## config.mk

```make
export PLATFORM = sky130hd
export DESIGN_NAME = integer_set_table_core
export DESIGN_NICKNAME = d
export VERILOG_FILES = /design/src/rtl/ist_pkg.sv /design/src/rtl/integer_set_table_core.sv /design/src/rtl/ist_datapath.sv /design/src/rtl/ist_ctrl.sv
export SDC_FILE = /design/constraint.sdc
export NUM_CORES = 2
export LEC_CHECK = 0
export BUFFER_PORTS_ARGS = -buffer_cell sky130_fd_sc_hd__buf_2
export CAP_MARGIN = 20
export CORE_MARGIN = 8
export CORE_UTILIZATION = 35
export CTS_CLUSTER_SIZE = 12
export DETAILED_ROUTE_END_ITERATION = 8
export PLACE_DENSITY_LB_ADDON = 0.2
export SLEW_MARGIN = 20
export SYNTH_ARGS = -nofsm -noshare
export SYNTH_HDL_FRONTEND = slang
export SYNTH_SLANG_ARGS = --single-unit
```

## constraint.sdc

```tcl
create_clock -name clk -period 6.8 [get_ports clk]
set_input_delay 1.36 -clock clk [delete_from_list [all_inputs] [get_ports clk]]
set_output_delay 1.36 -clock clk [all_outputs]
set_load 0.01 [all_outputs]
```

## src/rtl/ist_pkg.sv

```systemverilog
// ----------------------------------------------------------------------------
// ist_pkg
// Shared types and constants for the integer set table: opcodes, status
// codes and the command/status bundles between controller and datapath.
// ----------------------------------------------------------------------------
package ist_pkg;

	localparam int VALUE_W = 31;
	localparam int WORD_W  = VALUE_W + 1;

	typedef logic [1:0] opcode_t;
	typedef logic [1:0] status_t;

	localparam opcode_t OP_INSERT = 2'd0;
	localparam opcode_t OP_DELETE = 2'd1;
	localparam opcode_t OP_LOOKUP = 2'd2;

	localparam status_t STAT_OK      = 2'd0;
	localparam status_t STAT_PRESENT = 2'd1;
	localparam status_t STAT_ABSENT  = 2'd2;
	localparam status_t STAT_FULL    = 2'd3;

	typedef struct packed {
		logic clear;
		logic load;
		logic scan;
		logic update;
	} dp_cmd_t;

	typedef struct packed {
		logic clear_done;
		logic scan_done;
	} dp_stat_t;

endpackage

```

## src/rtl/integer_set_table_core.sv

```systemverilog
// ----------------------------------------------------------------------------
// integer_set_table_core
// Fixed-capacity set of 31-bit non-negative integers with insert, delete and
// lookup, one result per operation.
// ----------------------------------------------------------------------------
// After reset the block runs a clearing pass over the slot memory and holds
// in_stall high until it is done. For each operation the single read port of
// the slot memory is walked once over every slot to find a match and the
// lowest free slot, then an update step applies the update once the output
// register can take the result. One operation is in flight at a time; the
// next input transfer is taken as soon as the result sits in the output
// register, even if the receiver still stalls it. Unused opcode three
// behaves as a lookup. The element_count output carries the low 8 bits of
// the count.
module integer_set_table_core #(
	parameter int SET_SIZE = 128
) (
	input  logic             clk,
	input  logic             arst_n,
	input  logic             in_valid,
	output logic             in_stall,
	input  ist_pkg::opcode_t opcode,
	input  logic [30:0]      value,
	output logic             out_valid,
	input  logic             out_stall,
	output logic             found,
	output ist_pkg::status_t status,
	output logic [7:0]       element_count
);
	import ist_pkg::*;

	dp_cmd_t  cmd;
	dp_stat_t stat;

	ist_ctrl u_ctrl (
		.clk       (clk),
		.arst_n    (arst_n),
		.in_valid  (in_valid),
		.in_stall  (in_stall),
		.out_valid (out_valid),
		.out_stall (out_stall),
		.cmd       (cmd),
		.stat      (stat)
	);

	ist_datapath #(
		.SET_SIZE (SET_SIZE)
	) u_datapath (
		.clk           (clk),
		.arst_n        (arst_n),
		.cmd           (cmd),
		.stat          (stat),
		.opcode        (opcode),
		.value         (value),
		.found         (found),
		.status        (status),
		.element_count (element_count)
	);

endmodule

```

## src/rtl/ist_datapath.sv

```systemverilog
// ----------------------------------------------------------------------------
// ist_datapath
// Slot memory, sequential match / free-slot scan, element counter and the
// result register.
// ----------------------------------------------------------------------------
module ist_datapath #(
	parameter int SET_SIZE = 128
) (
	input  logic              clk,
	input  logic              arst_n,
	input  ist_pkg::dp_cmd_t  cmd,
	output ist_pkg::dp_stat_t stat,
	input  ist_pkg::opcode_t  opcode,
	input  logic [30:0]       value,
	output logic              found,
	output ist_pkg::status_t  status,
	output logic [7:0]        element_count
);
	import ist_pkg::*;

	localparam int AW = $clog2(SET_SIZE);
	localparam int CW = $clog2(SET_SIZE + 1);
	localparam logic [AW:0]   SCAN_END = (AW + 1)'(SET_SIZE);
	localparam logic [AW-1:0] LAST_IDX = AW'(SET_SIZE - 1);
	localparam logic [CW-1:0] COUNT_ONE = CW'(1);

	// each word holds a valid flag above the stored value
	logic [WORD_W-1:0] mem [SET_SIZE];

	opcode_t            op_q;
	logic [VALUE_W-1:0] value_q;
	logic [AW-1:0]      clr_idx_q;
	logic [AW:0]        rd_idx_q;
	logic               rd_vld_s1;
	logic [AW-1:0]      rd_idx_s1;
	logic [WORD_W-1:0]  rd_data_s1;
	logic               hit_q;
	logic [AW-1:0]      hit_idx_q;
	logic               free_q;
	logic [AW-1:0]      free_idx_q;
	logic [CW-1:0]      count_q;
	logic               found_q;
	status_t            status_q;
	logic [CW+7:0]      count_ext;
	logic [7:0]         elem_q;

	logic               rd_en;
	logic               wr_en;
	logic [AW-1:0]      wr_addr;
	logic [WORD_W-1:0]  wr_data;
	logic               upd_ins;
	logic               upd_del;
	status_t            nxt_status;
	logic [CW-1:0]      nxt_count;

	assign rd_en = cmd.scan && (rd_idx_q != SCAN_END);

	assign stat.scan_done  = cmd.scan && (rd_idx_q == SCAN_END) && !rd_vld_s1;
	assign stat.clear_done = cmd.clear && (clr_idx_q == LAST_IDX);

	// outcome of the scanned operation
	always_comb begin
		upd_ins    = 1'b0;
		upd_del    = 1'b0;
		nxt_status = STAT_OK;
		nxt_count  = count_q;
		case (op_q)
			OP_INSERT: begin
				if (hit_q) begin
					nxt_status = STAT_PRESENT;
				end else if (free_q) begin
					upd_ins   = 1'b1;
					nxt_count = count_q + COUNT_ONE;
				end else begin
					nxt_status = STAT_FULL;
				end
			end
			OP_DELETE: begin
				if (hit_q) begin
					upd_del   = 1'b1;
					nxt_count = count_q - COUNT_ONE;
				end else begin
					nxt_status = STAT_ABSENT;
				end
			end
			OP_LOOKUP: nxt_status = hit_q ? STAT_OK : STAT_ABSENT;
			default:   nxt_status = hit_q ? STAT_OK : STAT_ABSENT;
		endcase
	end

	always_comb begin
		wr_en   = cmd.clear || (cmd.update && (upd_ins || upd_del));
		wr_addr = hit_idx_q;
		wr_data = {1'b0, value_q};
		if (cmd.clear) begin
			wr_addr = clr_idx_q;
			wr_data = '0;
		end else if (upd_ins) begin
			wr_addr = free_idx_q;
			wr_data = {1'b1, value_q};
		end
	end

	always_ff @(posedge clk) begin
		if (wr_en) begin
			mem[wr_addr] <= wr_data;
		end
	end

	always_ff @(posedge clk) begin
		if (rd_en) begin
			rd_data_s1 <= mem[rd_idx_q[AW-1:0]];
		end
	end

	always_ff @(posedge clk) begin
		if (cmd.load) begin
			op_q    <= opcode;
			value_q <= value;
		end
	end

	always_ff @(posedge clk or negedge arst_n) begin
		if (!arst_n) begin
			clr_idx_q  <= '0;
			rd_idx_q   <= '0;
			rd_vld_s1  <= 1'b0;
			rd_idx_s1  <= '0;
			hit_q      <= 1'b0;
			hit_idx_q  <= '0;
			free_q     <= 1'b0;
			free_idx_q <= '0;
			count_q    <= '0;
		end else begin
			if (cmd.clear) begin
				clr_idx_q <= clr_idx_q + AW'(1);
			end
			if (cmd.load) begin
				rd_idx_q  <= '0;
				rd_vld_s1 <= 1'b0;
				hit_q     <= 1'b0;
				free_q    <= 1'b0;
			end else if (cmd.scan) begin
				rd_vld_s1 <= rd_en;
				if (rd_en) begin
					rd_idx_q  <= rd_idx_q + (AW + 1)'(1);
					rd_idx_s1 <= rd_idx_q[AW-1:0];
				end
				// compare the word read in the previous cycle
				if (rd_vld_s1) begin
					if (rd_data_s1[WORD_W-1] && (rd_data_s1[VALUE_W-1:0] == value_q) && !hit_q) begin
						hit_q     <= 1'b1;
						hit_idx_q <= rd_idx_s1;
					end
					if (!rd_data_s1[WORD_W-1] && !free_q) begin
						free_q     <= 1'b1;
						free_idx_q <= rd_idx_s1;
					end
				end
			end
			if (cmd.update) begin
				count_q <= nxt_count;
			end
		end
	end

	assign count_ext = {8'd0, nxt_count};

	always_ff @(posedge clk) begin
		if (cmd.update) begin
			found_q  <= hit_q;
			status_q <= nxt_status;
			elem_q   <= count_ext[7:0];
		end
	end

	assign found         = found_q;
	assign status        = status_q;
	assign element_count = elem_q;

endmodule

```

## src/rtl/ist_ctrl.sv

```systemverilog
// ----------------------------------------------------------------------------
// ist_ctrl
// Sequencer for the set table: clearing pass after reset, input transfer,
// slot scan, update, and the output valid flag.
// ----------------------------------------------------------------------------
module ist_ctrl (
	input  logic              clk,
	input  logic              arst_n,
	input  logic              in_valid,
	output logic              in_stall,
	output logic              out_valid,
	input  logic              out_stall,
	output ist_pkg::dp_cmd_t  cmd,
	input  ist_pkg::dp_stat_t stat
);
	import ist_pkg::*;

	typedef enum logic [3:0] {
		ST_CLEAR  = 4'b0001,
		ST_IDLE   = 4'b0010,
		ST_SCAN   = 4'b0100,
		ST_UPDATE = 4'b1000
	} state_t;

	state_t state_q;
	state_t state_nxt;
	logic   out_valid_q;
	logic   out_free;

	assign out_free = !out_valid_q || !out_stall;
	assign in_stall = (state_q != ST_IDLE);

	always_comb begin
		state_nxt  = state_q;
		cmd.clear  = 1'b0;
		cmd.load   = 1'b0;
		cmd.scan   = 1'b0;
		cmd.update = 1'b0;
		case (state_q)
			ST_CLEAR: begin
				cmd.clear = 1'b1;
				if (stat.clear_done) begin
					state_nxt = ST_IDLE;
				end
			end
			ST_IDLE: begin
				if (in_valid) begin
					cmd.load  = 1'b1;
					state_nxt = ST_SCAN;
				end
			end
			ST_SCAN: begin
				cmd.scan = 1'b1;
				if (stat.scan_done) begin
					state_nxt = ST_UPDATE;
				end
			end
			ST_UPDATE: begin
				// hold until the result register can take the new result
				if (out_free) begin
					cmd.update = 1'b1;
					state_nxt  = ST_IDLE;
				end
			end
			default: state_nxt = ST_CLEAR;
		endcase
	end

	always_ff @(posedge clk or negedge arst_n) begin
		if (!arst_n) begin
			state_q     <= ST_CLEAR;
			out_valid_q <= 1'b0;
		end else begin
			state_q <= state_nxt;
			if (cmd.update) begin
				out_valid_q <= 1'b1;
			end else if (!out_stall) begin
				out_valid_q <= 1'b0;
			end
		end
	end

	assign out_valid = out_valid_q;

endmodule

```

* Yosys cells after proc, flatten, opt, wreduce, memory -nomap -nowiden *
Memory sizes are Yosys's and may differ from the RTL's. A register that Yosys moved wholly into a read port is not among the register bits.
Index checks and enable logic that the tools add are counted.

storage, ports and cells
  memories = 1
  memory bits (writable) = 4096
  bits in registers = 96
  bits of input ports = 37
  output and inout port bits = 13

memories
  name            words  bits a word  rd ports  clocked after memory_dff  write ports  line                text
  u_datapath.mem  128    32           1         1                         1            ist_datapath.sv:28  logic [WORD_W-1:0] mem [SET_SIZE];

cells by class
  mux-type cells = 45
  reduce and logical (&&, ||, !) cells = 30
  equality and inequality tests = 15
  $add $sub $neg = 4
  bitwise logic cells = 1

operator list
  cell                                                                    count
  32-bit two-way mux                                                      2
  8-bit two-way mux                                                       6
  31-bit equality test                                                    1
  1-bit two-way mux                                                       25
  8-bit by 1-bit adder with 8-bit output (second input constant)          2
  4-bit two-way mux                                                       4
  4-bit one-hot mux with 4 select lines                                   1
  8-bit one-hot mux with 2 select lines                                   1
  7-bit two-way mux                                                       2
  4-bit AND reduction                                                     3
  2-bit nonzero test                                                      5
  3-bit AND reduction                                                     3
  8-bit equality test (second input constant)                             1
  1-bit logical AND                                                       8
  2-bit two-way mux                                                       4
  8-bit inequality test (second input constant)                           1
  8-bit by 1-bit subtractor with 8-bit output (second input constant)     1
  7-bit by 1-bit adder with 7-bit output (second input constant)          1
  7-bit equality test (second input constant)                             1
  1-bit logical NOT                                                       6
  2-bit inequality test (second input constant)                           3
  4-bit by 1-bit equality test with 1-bit output (second input constant)  1
  4-bit by 2-bit equality test with 1-bit output (second input constant)  1
  4-bit by 3-bit equality test with 1-bit output (second input constant)  1
  8 further kinds                                                         11

* Logic depth before layout (Yosys ltp) *
  depth in word-level cells = 8
  depth in mapped cells = 16
  gate-level depth less buffers = 10

* Cells and area by module *
Synthesis repeated with hierarchy kept, for this count alone.

unflattened totals
  cell total of the unflattened synthesis = 6958
  area, all modules = 162020.4 um2

by module, submodules not included
  module        area an instance (um2)  times used  seq. area each (um2)  cells each
  ist_datapath  161733.9                1           126456.3              6928
  ist_ctrl      286.5                   1           126.4                 30

* Least setup slack after synthesis *
Ideal clock, no wire load.

  path type = register to register
  from = register u_datapath.op_q[0]
  to = memory u_datapath.mem[0][31] in the netlist's numbering, data pin
  cell stages (with the launch flop) = 4
  period minus slack after synthesis = 5119 ps
  setup slack = 1681 ps
  arrival = 4294 ps
  setup time = 826 ps
  path buffers = 1
  cells stage by stage = edfxtp_1 -> nor4b_4 -> buf_4 -> nor2b_1

on the way
  cells in the longest elaborated chain, start to end = 4

ends and longest elaborated chain
  what                        line                 text
  start, declared             ist_datapath.sv:30   opcode_t op_q;
  start signal, assigned      ist_datapath.sv:118  op_q <= opcode;
  2-bit logical NOT           ist_datapath.sv:67   case (op_q)
  1-bit two-way mux           ist_datapath.sv:67
  32-bit two-way mux          ist_datapath.sv:98   end else if (upd_ins) begin
  32-bit two-way mux          ist_datapath.sv:95   if (cmd.clear) begin
  via u_datapath.wr_data[31]  ist_datapath.sv:50   logic [WORD_W-1:0] wr_data;
  end, declared               ist_datapath.sv:28

The timed path passes the listed nets, and every way through them passes these cells.

* Final worst setup path *
  from = register u_datapath.op_q[1]
  to = memory u_datapath.mem[4][8] in the netlist's numbering (enable)

on the way
  cells in the longest elaborated chain, start to end = 7

ends and longest elaborated chain
  what                                                                                        line                 text
  2-bit by 1-bit equality test with 1-bit output / 2-bit logical NOT (equally long branches)  ist_datapath.sv:67
  1-bit two-way mux                                                                           ist_datapath.sv:67
  1-bit logical OR                                                                            ist_datapath.sv:92   wr_en = cmd.clear || (cmd.update && (upd_ins || upd_del));
  1-bit logical AND                                                                           ist_datapath.sv:92
  1-bit logical OR                                                                            ist_datapath.sv:92
  1-bit two-way mux                                                                           ist_datapath.sv:105  if (wr_en) begin
  1-bit two-way mux (not written as such)                                                     ist_datapath.sv:106  mem[wr_addr] <= wr_data;

Parallel ways exist; a longest one is shown, timed or not.

==> results.json <==
{
  "status": "finished clean",
  "grt_max_degree": 129,
  "clkTransAtPathRegs_ns": 0.06,
  "ys_top_cells_by_count": "4172 x edfxtp_1, 967 x mux4_2, 479 x mux2i_1",
  "hold_viol": 0,
  "p_leak_nw": 59.37,
  "coreArea_mm2": 0.4626,
  "slowest_delay_ns": 0.88,
  "drt_iter0_drc": 9997,
  "die_area_mm2": 0.4857,
  "yosys.cell_count.top_type": "edfxtp_1",
  "synth-seq-cells": 4224,
  "yosysSeqAreaShare": 0.7801,
  "drive_gt1_frac": 0.2696,
  "grt_overflow": 0,
  "path_cells": "nor4b_4 -> buf_4 -> mux2i_1 -> nand3_1 -> o31ai_4 -> nand2_1 -> nor2_4 -> buf_4",
  "clockBufferDepth": 4,
  "rows": 250,
  "htreeDepth": 5,
  "rsz0062_at_grt": "false",
  "place.gp.congestion": 0.8482,
  "whs_path_depth": 1,
  "fin_util": 0.4040,
  "total_power_mw": 68.23,
  "synth_top_cell_by_area": "edfxtp_1",
  "synthTopCellsByArea": "edfxtp_1 77%, mux4_2 13%, mux2i_1 3.0%",
  "initial_core_util": 0.3507,
  "syn_nets": 7196,
  "post_cts_buffers": 0,
  "syn_area_mm2": 0.1623,
  "dp.final_hpwl_um": 305000,
  "die_x_um": 696.9,
  "syn_area_per_cell_um2": 22.68,
  "crit_arrival_ns": 5.82,
  "cp_num_cells": 8,
  "ys_warn_count": 0,
  "endpoint_kind": "flip-flop",
  "r2r_cells": 8,
  "drt-total-wl_um": 489000,
  "dr.pass1.iters": 6,
  "worst_path_most_repeated_cell": "buf_4",
  "cts_made_buffers": 442,
  "path_class": "reg -> reg",
  "cts.repair.resized": 0,
  "first_global_vias": 78530,
  "antenna_found_initial": 26,
  "slew_headroom": 0.1718,
  "hold_ws_ns": 0.4858,
  "max_slew.worst_pin.slew_ns": 1.233,
  "synth_edf_count": 4172,
  "pre_cts_ws_ns": 1.433,
  "area_growth_pct": 15.19,
  "cp_max_fo": 17,
  "num_vias": 78480,
  "die_h_um": 696.9,
  "period_share": 0.7600,
  "synthFlopType": "edfxtp_1",
  "io_pins": 50,
  "ctsHoldBuffers": 0,
  "wire_per_inst_um": 34.64,
  "start_kind": "flip-flop",
  "maxCapViolations": 0,
  "root_buffer": "clkbuf_16",
  "ant_nets": 0,
  "worstPathRequired_ns": 7.45,
  "yosysUniqueCellTypes": 72,
  "cts.sinks": 4224,
  "setup_ws_ns": 1.632,
  "ir_worst_vdd_mv": 0.4063,
  "syn_inst": 7154,
  "nNetsFinal": 7630,
  "cp_top_family": "simple AND/OR/NAND/NOR gates",
  "clk_latency_ns": 0.99,
  "fmax_mhz": 193.5,
  "drc": 0,
  "finalSetupViolations": 0,
  "grt_util_all_layers": 0.1972,
  "viasPerCell": 5.560,
  "cts_tree": "yes",
  "finalCriticalPeriod_ns": 5.168,
  "slowest_stage": "nand2_1",
  "min_path_type": "reg -> reg",
  "critPathBufInv": 2,
  "io_buffer_count": 49,
  "synth_top_cell_area_share": 0.7721,
  "grt_pass1_wl_um": 667500,
  "tns_ns": 0,
  "slew_violations": 0,
  "async_reset_ff_frac": 0.01231,
  "clock_skew_ns": 0.05611,
  "power.density_mw_per_mm2": 365.0
}
[layer usage]
metal	GRT usage	up-vias	wire length [µm]
met4	0.06267	6	17910
li1	-	31380	-
met3	0.03482	697	37230
met5	0	-	26
met2	0.3010	3297	220900
met1	0.2883	43100	213000
[state kept, by name (all words and copies together), names as in the netlist, 2 cells and up]
signal,cells
u_datapath.mem,4096
u_datapath.rd_data_s1,32
u_datapath.value_q,31
u_datapath.count_q,8
u_datapath.element_count,8
u_datapath.rd_idx_q,8
u_datapath.clr_idx_q,7
u_datapath.free_idx_q,7
u_datapath.hit_idx_q,7
u_datapath.rd_idx_s1,7
u_ctrl.state_q,4
u_datapath.op_q,2
u_datapath.status,2
[cell usage in the layout (no fill, tap or decap), types with 29 or more instances in the layout]
| cell type | instances |
|---|---|
| a211oi_1 | 49 |
| a21oi_1 | 53 |
| a22oi_1 | 169 |
| buf_12 | 71 |
| buf_16 | 38 |
| buf_2 | 50 |
| buf_4 | 218 |
| clkbuf_1 | 139 |
| clkbuf_16 | 444 |
| clkinv_1 | 93 |
| clkinv_2 | 46 |
| dfrtp_1 | 44 |
| edfxtp_1 | 4172 |
| mux2i_1 | 478 |
| mux4_2 | 967 |
| nand2_1 | 76 |
| nand3_1 | 79 |
| nor2_1 | 34 |
| nor2_4 | 130 |
| nor2b_4 | 36 |
| nor3_1 | 29 |
| o22ai_1 | 81 |
| xnor2_1 | 46 |
[final timing paths]
kind / start / to / slack (ns)
min in group asynchronous: arst_n / u_datapath.count_q[4]$_DFFE_PN0P_ / 0.54
min: u_datapath.count_q[7]$_DFFE_PN0P_ / u_datapath.count_q[7]$_DFFE_PN0P_ / 0.49
max: u_datapath.op_q[1]$_DFFE_PP_ / u_datapath.mem[4][8]$_DFFE_PP_ / 1.63
max reg2reg: u_datapath.op_q[1]$_DFFE_PP_ / u_datapath.mem[4][8]$_DFFE_PP_ / 1.63
max in group asynchronous: arst_n / u_datapath.rd_idx_q[1]$_DFFE_PN0P_ / 5.62
min reg2reg: u_datapath.count_q[7]$_DFFE_PN0P_ / u_datapath.count_q[7]$_DFFE_PN0P_ / 0.49
[cells by family (layout without fill, tap and decap cells)]
| kind of cell | count (synthesis) | count (layout) | synth area share |
|---|---|---|---|
| flops | 4224 | 4224 | 0.7801 |
| mux | 1477 | 1477 | 0.1659 |
| fa+ha+maj | 5 | 5 | 0.0003855 |
| compound gates | 530 | 530 | 0.02302 |
| other cells | 0 | 18 | 0 |
| xor+xnor | 56 | 56 | 0.003023 |
| buf+inv | 404 | 1174 | 0.01421 |
| simple gates | 458 | 458 | 0.01336 |
[where the power goes]
| part | switching (mW) | internal, mW |
|---|---|---|
| Clock | 9.98 | 12.7 |
| Combinational | 9.73 | 3.65 |
| Sequential | 0.392 | 31.7 |
| Total | 20.1 | 48.1 |
[through the flow]
step | cell area, µm² | instances
final | 186900 | 14120
after global placement | 171700 | 13240
after floorplan | 162300 | 7154
after CTS | 186300 | 14070
after global routing | 186900 | 14100
after detailed placement | 172900 | 13290
[final cells by class]
class	count	area [µm²]
Timing Repair Buffer	379	4377
Multi-Input combinational cell	2526	34780
Antenna cell	18	45.04
Inverter	15	56.30
Sequential cell	4224	126600
Clock buffer	587	11690
Fill cell	40360	275700
Clock inverter	193	1639
Tap cell	6174	7725
Note: power is estimated with default switching activity, not from simulation.
